<file path="config.mk">
export PLATFORM = sky130hd
export DESIGN_NAME = file_trailer_checker_unit
export DESIGN_NICKNAME = d
export VERILOG_FILES = /design/src/hw/rtl/ftc_pkg.sv /design/src/hw/rtl/ftc_accum.sv /design/src/hw/rtl/ftc_outbuf.sv /design/src/hw/rtl/file_trailer_checker_unit.sv
export VERILOG_INCLUDE_DIRS = /design/src /design/src/hw/rtl
export SDC_FILE = /design/constraint.sdc
export NUM_CORES = 1
export LEC_CHECK = 0
export ABC_AREA = 1
export BUFFER_PORTS_ARGS = -buffer_cell sky130_fd_sc_hd__clkbuf_2
export CAP_MARGIN = 15
export CELL_PAD_IN_SITES_DETAIL_PLACEMENT = 0
export CELL_PAD_IN_SITES_GLOBAL_PLACEMENT = 2
export CORE_MARGIN = 10
export CORE_UTILIZATION = 37
export CTS_CLUSTER_DIAMETER = 50
export DETAILED_ROUTE_END_ITERATION = 8
export PLACE_DENSITY_LB_ADDON = 0.2
export SYNTH_ARGS = -nofsm -noshare
export SYNTH_HDL_FRONTEND = slang
export SYNTH_HIERARCHICAL = 1
export SYNTH_SLANG_ARGS = --single-unit
</file>
<file path="constraint.sdc">
create_clock -name i_clk -period 15.8 [get_ports i_clk]
set_input_delay 3.16 -clock i_clk [delete_from_list [all_inputs] [get_ports i_clk]]
set_output_delay 3.16 -clock i_clk [all_outputs]
set_load 0.01 [all_outputs]
</file>
<file path="src/hw/rtl/assert_macros.svh">
// Assertion helpers shared by the RTL modules.
`ifndef ASSERT_MACROS_SVH
`define ASSERT_MACROS_SVH

// Property checked at every rising edge, ignored while reset is asserted.
`define FTC_ASSERT(label, clk, rst_n, prop, msg) \
    label: assert property (@(posedge clk) disable iff (!rst_n) (prop)) else $error(msg);

// Condition that must never be true outside reset.
`define FTC_NEVER(label, clk, rst_n, cond, msg) \
    label: assert property (@(posedge clk) disable iff (!rst_n) !(cond)) else $error(msg);

`endif

</file>
<file path="src/hw/rtl/ftc_pkg.sv">
package ftc_pkg;

    localparam int TRAILER_BYTES = 40;
    localparam int MAGIC_END     = 8;
    localparam int OFFSET_END    = 16;
    localparam int LENGTH_END    = 24;
    localparam int FCRC_END      = 28;
    localparam int FILE_END      = 32;
    localparam int STORED_END    = 36;
    localparam int CRC_SPAN      = 32;
    localparam int COUNT_W       = 6;

    localparam logic [31:0] CRC_POLY = 32'h82F6_3B78;
    localparam logic [31:0] CRC_INIT = 32'hFFFF_FFFF;

    typedef logic [COUNT_W-1:0] t_count;

    typedef enum logic [2:0] {
        ST_OK       = 3'd0,
        ST_SIZE     = 3'd1,
        ST_MAGIC    = 3'd2,
        ST_RESERVED = 3'd3,
        ST_CRC      = 3'd4
    } t_status;

    typedef struct packed {
        t_status     status;
        logic [63:0] foot_ofs;
        logic [63:0] foot_len;
        logic [31:0] foot_crc;
        logic [31:0] whole_crc;
    } t_result;

    typedef struct packed {
        logic out_valid;
        logic skid_valid;
    } t_buf_status;

    // Reflected CRC-32C over one byte, LSB first.
    function automatic logic [31:0] crc_byte(input logic [31:0] crc_in,
                                             input logic [7:0]  data);
        logic [31:0] crc;
        crc = crc_in ^ {24'd0, data};
        for (int k = 0; k < 8; k++) begin
            crc = (crc >> 1) ^ (CRC_POLY & {32{crc[0]}});
        end
        return crc;
    endfunction

endpackage

</file>
<file path="src/hw/rtl/ftc_accum.sv">
`include "assert_macros.svh"

module ftc_accum import ftc_pkg::*; (
    input  logic        i_clk,
    input  logic        i_rst_n,
    input  logic [63:0] i_magic,
    input  logic        i_byte_valid,
    input  logic [7:0]  i_byte,
    input  logic        i_last,
    output logic        o_push,
    output t_result     o_result
);

    t_count      r_byte_count, n_byte_count;
    logic [31:0] r_crc, n_crc;
    logic        r_magic_bad, n_magic_bad;
    logic [63:0] r_offset, n_offset;
    logic [63:0] r_length, n_length;
    logic [31:0] r_fcrc, n_fcrc;
    logic [31:0] r_filecrc, n_filecrc;
    logic [31:0] r_stored, n_stored;
    logic        r_rsvd_bad, n_rsvd_bad;
    t_count      pos;
    t_status     status;

    assign pos = r_byte_count;

    always_comb begin
        n_byte_count = r_byte_count;
        n_crc        = r_crc;
        n_magic_bad  = r_magic_bad;
        n_offset     = r_offset;
        n_length     = r_length;
        n_fcrc       = r_fcrc;
        n_filecrc    = r_filecrc;
        n_stored     = r_stored;
        n_rsvd_bad   = r_rsvd_bad;

        if (pos < COUNT_W'(MAGIC_END)) begin
            if (i_magic[{pos[2:0], 3'b000} +: 8] != i_byte) begin
                n_magic_bad = 1'b1;
            end
        end else if (pos < COUNT_W'(OFFSET_END)) begin
            n_offset = {i_byte, r_offset[63:8]};
        end else if (pos < COUNT_W'(LENGTH_END)) begin
            n_length = {i_byte, r_length[63:8]};
        end else if (pos < COUNT_W'(FCRC_END)) begin
            n_fcrc = {i_byte, r_fcrc[31:8]};
        end else if (pos < COUNT_W'(FILE_END)) begin
            n_filecrc = {i_byte, r_filecrc[31:8]};
        end else if (pos < COUNT_W'(STORED_END)) begin
            n_stored = {i_byte, r_stored[31:8]};
        end else if (pos < COUNT_W'(TRAILER_BYTES)) begin
            if (i_byte != 8'd0) begin
                n_rsvd_bad = 1'b1;
            end
        end

        if (pos < COUNT_W'(CRC_SPAN)) begin
            n_crc = crc_byte(r_crc, i_byte);
        end
        if (pos < COUNT_W'(TRAILER_BYTES + 1)) begin
            n_byte_count = pos + COUNT_W'(1);
        end
    end

    // Checks in priority order on the updated state.
    always_comb begin
        if (n_byte_count != COUNT_W'(TRAILER_BYTES)) begin
            status = ST_SIZE;
        end else if (n_magic_bad) begin
            status = ST_MAGIC;
        end else if (n_rsvd_bad) begin
            status = ST_RESERVED;
        end else if ((n_crc ^ CRC_INIT) != n_stored) begin
            status = ST_CRC;
        end else begin
            status = ST_OK;
        end
    end

    assign o_push = i_byte_valid && i_last;

    always_comb begin
        o_result.status    = status;
        o_result.foot_ofs  = (status == ST_OK) ? n_offset  : 64'd0;
        o_result.foot_len  = (status == ST_OK) ? n_length  : 64'd0;
        o_result.foot_crc  = (status == ST_OK) ? n_fcrc    : 32'd0;
        o_result.whole_crc = (status == ST_OK) ? n_filecrc : 32'd0;
    end

    always_ff @(posedge i_clk) begin
        if (!i_rst_n || o_push) begin
            r_byte_count <= '0;
            r_crc        <= CRC_INIT;
            r_magic_bad  <= 1'b0;
            r_offset     <= '0;
            r_length     <= '0;
            r_fcrc       <= '0;
            r_filecrc    <= '0;
            r_stored     <= '0;
            r_rsvd_bad   <= 1'b0;
        end else if (i_byte_valid) begin
            r_byte_count <= n_byte_count;
            r_crc        <= n_crc;
            r_magic_bad  <= n_magic_bad;
            r_offset     <= n_offset;
            r_length     <= n_length;
            r_fcrc       <= n_fcrc;
            r_filecrc    <= n_filecrc;
            r_stored     <= n_stored;
            r_rsvd_bad   <= n_rsvd_bad;
        end
    end

    `FTC_NEVER(a_count_range, i_clk, i_rst_n,
        r_byte_count > COUNT_W'(TRAILER_BYTES + 1), "byte count past saturation")
    `FTC_ASSERT(a_clear_after_last, i_clk, i_rst_n,
        o_push |=> (r_byte_count == '0 && r_crc == CRC_INIT), "state not cleared after last word")

endmodule

</file>
<file path="src/hw/rtl/ftc_outbuf.sv">
`include "assert_macros.svh"

module ftc_outbuf import ftc_pkg::*; (
    input  logic        i_clk,
    input  logic        i_rst_n,
    input  logic        i_push,
    input  t_result     i_result,
    input  logic        i_stall,
    output logic        o_valid,
    output t_result     o_result,
    output t_buf_status o_buf
);

    logic    r_out_valid;
    logic    r_skid_valid;
    t_result r_out;
    t_result r_skid;
    logic    pop;

    assign pop = r_out_valid && !i_stall;

    always_ff @(posedge i_clk) begin
        if (!i_rst_n) begin
            r_out_valid  <= 1'b0;
            r_skid_valid <= 1'b0;
        end else if (r_skid_valid) begin
            // Advance the held word once the head is taken.
            if (pop) begin
                r_skid_valid <= 1'b0;
            end
        end else if (i_push) begin
            if (r_out_valid && !pop) begin
                r_skid_valid <= 1'b1;
            end else begin
                r_out_valid <= 1'b1;
            end
        end else if (pop) begin
            r_out_valid <= 1'b0;
        end
    end

    always_ff @(posedge i_clk) begin
        if (r_skid_valid) begin
            if (pop) begin
                r_out <= r_skid;
            end
        end else if (i_push) begin
            if (r_out_valid && !pop) begin
                r_skid <= i_result;
            end else begin
                r_out <= i_result;
            end
        end
    end

    assign o_valid          = r_out_valid;
    assign o_result         = r_out;
    assign o_buf.out_valid  = r_out_valid;
    assign o_buf.skid_valid = r_skid_valid;

    `FTC_NEVER(a_push_into_full, i_clk, i_rst_n, i_push && r_skid_valid, "result pushed into full buffer")
    `FTC_NEVER(a_skid_without_head, i_clk, i_rst_n, r_skid_valid && !r_out_valid, "skid word held without head word")

endmodule

</file>
<file path="src/hw/rtl/file_trailer_checker_unit.sv">
// File trailer checker.
// Input channel: one trailer byte per word (i_data_byte), with i_last_byte set
// on the final byte. A word is taken at a rising edge with i_valid high and
// o_stall low. Each last byte gives one result word (status is a size error
// unless it ends exactly 40 bytes): status plus the decoded footer offset,
// length, footer checksum and file checksum (all zero unless status is ok).
// The CRC-32C of the first 32 bytes is checked against the stored trailer CRC.
// Output channel: a word is taken at a rising edge with o_valid high and
// i_stall low. Bytes without the last flag give no result.
// A byte enters the input register at the edge that takes it; the result of
// a last byte enters the result buffer at the next edge. Throughput: one byte
// per cycle while o_stall is low; the CRC step for a byte is unrolled over
// its eight bits. A two-word result buffer absorbs downstream stall; o_stall
// is high while the buffer is full, and while i_stall holds its head word and
// the byte in the input register is a last byte whose result will take the
// second slot.
// The user writes the magic register (i_cfg_wr_en/i_cfg_wr_data) only while
// idle; the block does not enforce it. Reset (synchronous, active low) clears
// the magic to zero, drops all pending words and restarts byte count and CRC.

`include "assert_macros.svh"

module file_trailer_checker_unit import ftc_pkg::*; (
    input  logic        i_clk,
    input  logic        i_rst_n,
    // configuration
    input  logic        i_cfg_wr_en,
    input  logic [63:0] i_cfg_wr_data,
    // byte input
    input  logic        i_valid,
    output logic        o_stall,
    input  logic [7:0]  i_data_byte,
    input  logic        i_last_byte,
    // result output
    output logic        o_valid,
    input  logic        i_stall,
    output logic [2:0]  o_status,
    output logic [63:0] o_foot_ofs,
    output logic [63:0] o_foot_len,
    output logic [31:0] o_foot_crc,
    output logic [31:0] o_whole_crc
);

    logic [63:0] r_magic;
    logic        r_in_valid;
    logic [7:0]  r_in_byte;
    logic        r_in_last;
    logic        in_accept;
    logic        push;
    t_result     acc_result;
    t_result     out_result;
    t_buf_status buf_st;

    // Hold the expected magic.
    always_ff @(posedge i_clk) begin
        if (!i_rst_n) begin
            r_magic <= '0;
        end else if (i_cfg_wr_en) begin
            r_magic <= i_cfg_wr_data;
        end
    end

    // Stall when the buffer is full, or when it holds one word that is not
    // leaving and the byte in the input register will produce another.
    assign o_stall = buf_st.skid_valid ||
                     (buf_st.out_valid && r_in_valid && r_in_last && i_stall);
    assign in_accept = i_valid && !o_stall;

    // Input register: every held byte is processed in the next cycle, the
    // stall logic above guarantees the result buffer has room for it.
    always_ff @(posedge i_clk) begin
        if (!i_rst_n) begin
            r_in_valid <= 1'b0;
        end else begin
            r_in_valid <= in_accept;
        end
    end

    always_ff @(posedge i_clk) begin
        if (in_accept) begin
            r_in_byte <= i_data_byte;
            r_in_last <= i_last_byte;
        end
    end

    ftc_accum u_accum (
        .i_clk        (i_clk),
        .i_rst_n      (i_rst_n),
        .i_magic      (r_magic),
        .i_byte_valid (r_in_valid),
        .i_byte       (r_in_byte),
        .i_last       (r_in_last),
        .o_push       (push),
        .o_result     (acc_result)
    );

    ftc_outbuf u_outbuf (
        .i_clk    (i_clk),
        .i_rst_n  (i_rst_n),
        .i_push   (push),
        .i_result (acc_result),
        .i_stall  (i_stall),
        .o_valid  (o_valid),
        .o_result (out_result),
        .o_buf    (buf_st)
    );

    assign o_status    = out_result.status;
    assign o_foot_ofs  = out_result.foot_ofs;
    assign o_foot_len  = out_result.foot_len;
    assign o_foot_crc  = out_result.foot_crc;
    assign o_whole_crc = out_result.whole_crc;

    // A last byte taken must be on the output after the following edge.
    `FTC_ASSERT(a_last_gives_result, i_clk, i_rst_n,
        (in_accept && i_last_byte) |=> ##1 o_valid, "last word produced no result")

endmodule
</file>
== After elaboration in Yosys (flattened, before gate mapping) ==
Index checks and enable logic that the tools add are counted.
Word-level totals
  flip-flop bits (word level): 730
  input bits: 78
  output and inout bits: 197
Operators by class
  add/sub/neg operators: 1
  magnitude comparators: 8
  equal/unequal tests: 6
  shift-type cells: 1
  muxes and demuxes: 51
  bitwise gates (word level): 11
  reductions and logical operators: 20
Operators by type and width (number)
  two-way mux 195 bit: 4
  two-way mux 32 bit: 18
  two-way mux 64 bit: 7
  XOR 31 x 32 -> 32 bit: 8
  variable part select 64 x 7 -> 8 bit: 1
  inequality test 32 bit: 1
  NOT 32 bit: 1
  XOR 32 x 8 -> 32 bit: 1
  less-than comparator 6 bit (second input constant): 4
  less-than comparator 6 x 5 -> 1 bit (second input constant): 3
  two-way mux 1 bit: 17
  two-way mux 3 bit: 4
  AND reduction 3 bit: 3
  inequality test 8 bit: 1
  nonzero test 8 bit: 1
  logical AND 1 bit: 7
  adder 6 x 1 -> 6 bit (second input constant): 1
  less-than comparator 6 x 4 -> 1 bit (second input constant): 1
  two-way mux 6 bit: 1
  inequality test 6 bit (second input constant): 1
  zero test 1 bit: 4
  inequality test 2 bit (second input constant): 2
  nonzero test 2 bit: 2
  zero test 3 bit: 1
  3 further kinds: 4

== Depth between registers and ports, before layout ==
  word-level depth: 21
  gate-level depth with buffers: 26
  gate-level depth less buffers: 23

== Cells and area by module ==
The synthesis kept the hierarchy.
By module, submodules not included
  ftc_accum: times used 1, cells an instance 2685, area each 18053.6 sq um, seq. area each 5285.1 sq um
  ftc_outbuf: times used 1, cells an instance 1040, area each 14305.0 sq um, seq. area each 11751.3 sq um
  file_trailer_checker_unit: times used 1, cells an instance 298, area each 2810.2 sq um, seq. area each 1571.5 sq um

== Worst setup path before layout ==
OpenSTA, ideal clock, no wires.
  path type: input to register
  start: input i_stall
  end: register u_outbuf.r_out, in the netlist u_outbuf/o_result[0] (enable)
  data arrival time: 12.649 ns
  data required time: 14.986 ns
  setup slack: 2.337 ns
  cell stages on the path: 3
  path buffers: 0
  path through: nand2_1 inv_1 a21oi_1
On the way
  cells in the longest elaborated chain, start to end: 6
  elaborated cells on any way between the ends: 7
  those cells by class: eq/ne: 2; reduce/logical: 5
RTL lines
  start: declaration: RTL line file_trailer_checker_unit.sv:36  | input logic i_stall,
  zero test 1 bit *: RTL line ftc_outbuf.sv:20  | assign pop = r_out_valid && !i_stall;
  logical AND 1 bit *: RTL line ftc_outbuf.sv:20
  zero test 1 bit: RTL line ftc_outbuf.sv:48  | if (r_out_valid && !pop) begin
  logical AND 1 bit: RTL line ftc_outbuf.sv:48
  inequality test 2 x 1 -> 1 bit (no source line)
  AND reduction 3 bit (no source line) *
  end signal: assignment: RTL line ftc_outbuf.sv:45  | r_out <= r_skid;
  end signal: assignment: RTL line ftc_outbuf.sv:51  | r_out <= i_result;
  end: declaration: RTL line ftc_outbuf.sv:16  | t_result r_out;
Every way passes the cells marked *; elsewhere a longest branch is shown, timed or not.
A chain may end at the register's enable or synchronous reset.

== Worst setup path in the final report ==
  start: input i_stall
  end: output o_stall
On the way
  cells in the longest elaborated chain, start to end: 2
RTL lines
  logical AND 1 bit: RTL line file_trailer_checker_unit.sv:66  | (buf_st.out_valid && r_in_valid && r_in_last && i_stall);
  logical OR 1 bit: RTL line file_trailer_checker_unit.sv:65  | assign o_stall = buf_st.skid_valid ||
  end: declaration: RTL line file_trailer_checker_unit.sv:31  | output logic o_stall,
No other way between the ends.

==> flow_summary_export.csv <==
group,metric,value,unit
status,outcome,"finished, final reports clean",
sta,maxSlewViolCount,0,
sta,fin_crit,6748,ps
setup_path,critPathBufInv,3,
clocking,hold_buffers,0,
clocking,cts_tree,"yes",
drt,vias,26120,
synth,syn_nets,4103,
drt,postRouteAntennaNets,0,
floorplan,dieWidth,328.3,microns
floorplan,start_util,37.18,%
sta,tns,0,ps
synth,synth_flop_cell,"edfxtp_1",
clocking,h-tree-depth,3,
power,p_leak,17.70,nW
synth,synthTopCellsByArea,"edfxtp_1 34%, dfxtp_1 19%, nand2_1 13%",
placed_design,gp_congestion,0.8258,
setup_path,startpoint_type,"input port",
sta,timing_hold_violations_final,0,
setup_path,path_max_fanout,3,
floorplan,die_y,328.3,microns
clocking,cts_resized,0,
layout,area_growth,16.05,%
global_route,grt_pass1_wl,149800,microns
min_path,min_to,"u_accum/r_magic_bad$_SDFFE_PP0P_",
synth,netlist_instances,4023,
clocking,cts_root_buffer,"clkbuf_16",
layout,finalNetCount,4276,
synth,yosysTopAreaCell,"edfxtp_1",
sta,worst_pin_slew,1267,ps
clocking,clock_latency,690,ps
synth,synth_top_area_share,34.07,%
floorplan,design.core.area,94590,sq um
clocking,post_cts_buffers,0,
synth,yosysWarnings,6,
global_route,busiest_layer,"met2",
setup_path,required,12640,ps
clocking,cts_max_path_buffers,3,
power,power,5.152,mW
setup_path,crit_path_cell_trace,"clkbuf_2 > nand2_1 > inv_1 > nand2_1 > nand2_1 > clkbuf_2",
synth,post-synth-top-count-cell,"nand2_1",
min_path,hp-start,"u_accum/r_magic_bad$_SDFFE_PP0P_",
synth,synth_area,35170,sq um
flow_run,cap_violations,0,
setup_path,worstPathArrival,3590,ps
layout,n_fill_cell,9414,
setup_path,rr_worst_depth,21,
drt,post-route-drc-count,0,
global_route,gr-usage-met3,2.794,%
sta,min_period_over_period,42.71,%
clocking,cts_sinks,730,
setup_path,r2r-end,"u_outbuf/o_result[125]$_DFFE_PP_",
sta,rsz0062_at_grt,"false",
sta,skew,30.25,ps
placed_design,io_buffers,274,
global_route,grt_max_degree,132,
synth,syn_avg_cell_area,8.742,sq um
floorplan,die-area,107800,sq um
sta,max_freq,148.2,MHz
layout,drive_above_1_share,18.61,%
synth,ys_types,45,
sta,setup_viol,0,
setup_path,r2r_setup_slack,9950,ps
synth,synth_edf_count,399,
global_route,use_met1,24.40,%
floorplan,pin_count,275,
drt,drt_iter0_markers,1821,
drt,dr.pass1.iters,5,
sta,finalWorstSetupSlack,9052,ps
setup_path,crit_family,"buffers and inverters",
clocking,path_clk_slew,50,ps
sta,timing.hold.ws,472.5,ps
setup_path,critical_path_class,"input port to output port",
global_route,first_global_vias,24900,
placed_design,hpwlAfterDp,61160,microns
floorplan,num_rows,113,
drt,wire_per_inst,17.29,microns
global_route,grt_remaining_overflow,0,
global_route,antenna_found_initial,1,
clocking,cts-buffers-inserted,109,
synth,async_flop_share,0,%
setup_path,cp_slowest_stage_delay,130,ps
setup_path,timing.rr.start,"r_in_byte[2]$_DFFE_PP_",
min_path,hp-class,"flip-flop to flip-flop",
drt,wirelength,96110,microns
setup_path,cp-end-kind,"output port",
setup_path,cp_slowest_cell,"clkbuf_2",
min_path,whs_path_depth,2,
drt,vias_per_cell,4.699,
setup_path,cpMostUsedCell,"nand2_1",
global_route,grtUsageMet2,27.55,%
synth,ys_seq_area_share,52.91,%
placed_design,place_ws,9047,ps
power,vdd_ir_drop_max,0.07594,mV
synth,yosys-top-cells-count,"1201 x nand2_1, 457 x inv_1, 399 x edfxtp_1, 331 x dfxtp_1, 312 x o21ai_0",
sta,max_slew_margin,15.54,%
synth,synth_seq_cells,730,
layout,utilization,43.15,%
global_route,grtUsageTotal,17.46,%
power,power_density,126.2,nW/um^2
==> power breakdown <==
part	leakage (nW)	switching (mW)	total (mW)	internal [mW]
logic	10.1	0.382	0.550	0.168
registers	5.80	0.0498	2.11	2.06
clock network	1.81	0.951	2.49	1.54
==> metal layers <==
| layer | share of wire, % | up-vias | wire length (microns) |
|---|---|---|---|
| met5 | 0 | - | 0 |
| met4 | 2.1 | 0 | 2015 |
| met3 | 4.5 | 105 | 4319 |
| met2 | 45 | 488 | 43720 |
| met1 | 48 | 12090 | 46050 |
| li1 | - | 13440 | - |
==> cell type report <==
type / count / area, sq um / area share (%)
Antenna cell: 1 / 2.502 / 0.006131
Clock buffer: 130 / 2879 / 7.054
Clock inverter: 78 / 920.9 / 2.256
Inverter: 476 / 1817 / 4.451
Multi-Input combinational cell: 2578 / 13380 / 32.79
Sequential cell: 730 / 18620 / 45.61
Tap cell: 1265 / 1583 / 3.878
Timing Repair Buffer: 301 / 1612 / 3.949
==> through the flow <==
step / cell area [sq um] / cells
after floorplan: 35170 / 4023
after global placement: 37010 / 5350
after detailed placement: 37010 / 5350
after CTS: 40810 / 5558
after global routing: 40810 / 5559
final: 40810 / 5559
==> tightest hold or removal path, cell delays in order (launching register included) <==
cell,delay (ps)
dfxtp_1,310
inv_1,60
a21oi_1,60
==> state kept, by name (all words and copies together) (netlist names), 6 cells and up <==
| name | cells |
|---|---|
| u_accum/r_offset | 64 |
| u_outbuf/o_result | 195 |
| u_accum/r_filecrc | 32 |
| u_accum/pos | 6 |
| u_accum/r_fcrc | 32 |
| u_accum/r_stored | 32 |
| u_accum/r_length | 64 |
| r_in_byte | 8 |
| u_outbuf/r_skid | 195 |
| r_magic | 64 |
| u_accum/r_crc | 32 |
==> placed cells by master, fill, tap and decap left out, types with 6 or more instances in the layout <==
cell type | Yosys | final
nand4_1 | 13 | 13
dfxtp_1 | 331 | 329
clkinvlp_4 | 0 | 13
clkbuf_1 | 110 | 16
nand3_1 | 139 | 136
inv_6 | 0 | 16
mux2i_1 | 107 | 107
nor2_4 | 112 | 112
nand3b_1 | 8 | 8
buf_4 | 24 | 24
clkinv_1 | 0 | 7
o211ai_1 | 159 | 159
nand3_2 | 4 | 6
nand2_4 | 9 | 10
clkbuf_2 | 1 | 274
nand2_2 | 15 | 15
a21oi_1 | 135 | 134
nor2_2 | 135 | 135
clkinv_2 | 0 | 7
o21ai_1 | 8 | 8
clkinv_4 | 0 | 18
clkbuf_16 | 0 | 111
nor2_1 | 163 | 163
inv_1 | 457 | 453
inv_2 | 17 | 18
nand2_1 | 1201 | 1199
bufinv_16 | 0 | 13
edfxtp_1 | 399 | 399
o21ai_0 | 312 | 312
xor2_1 | 25 | 25
==> cells by family (layout without fill, tap and decap cells) <==
logic type	after synthesis	count (layout)	synth area share, %
DFF	730	730	52.91
muxes	107	107	3.045
and+or+nand+nor	1815	1815	23.93
buffers and inverters	715	985	9.222
other	0	1	0
xor gates and xnor gates	28	28	0.6973
adders and majority gates	2	2	0.07114
AOI/OAI and AO/OA	626	626	10.13
==> worst max path at each step <==
stage	startpoint	endpoint	cells after the start
finish	i_stall	o_stall	6
global route	i_stall	o_stall	6
CTS	i_stall	o_stall	6
detailed placement	i_stall	o_stall	6
global placement	i_stall	o_stall	6
floorplan	i_stall	u_outbuf/o_result[0]$_DFFE_PP_	3
No activity file was read; power rests on OpenSTA's default activity.
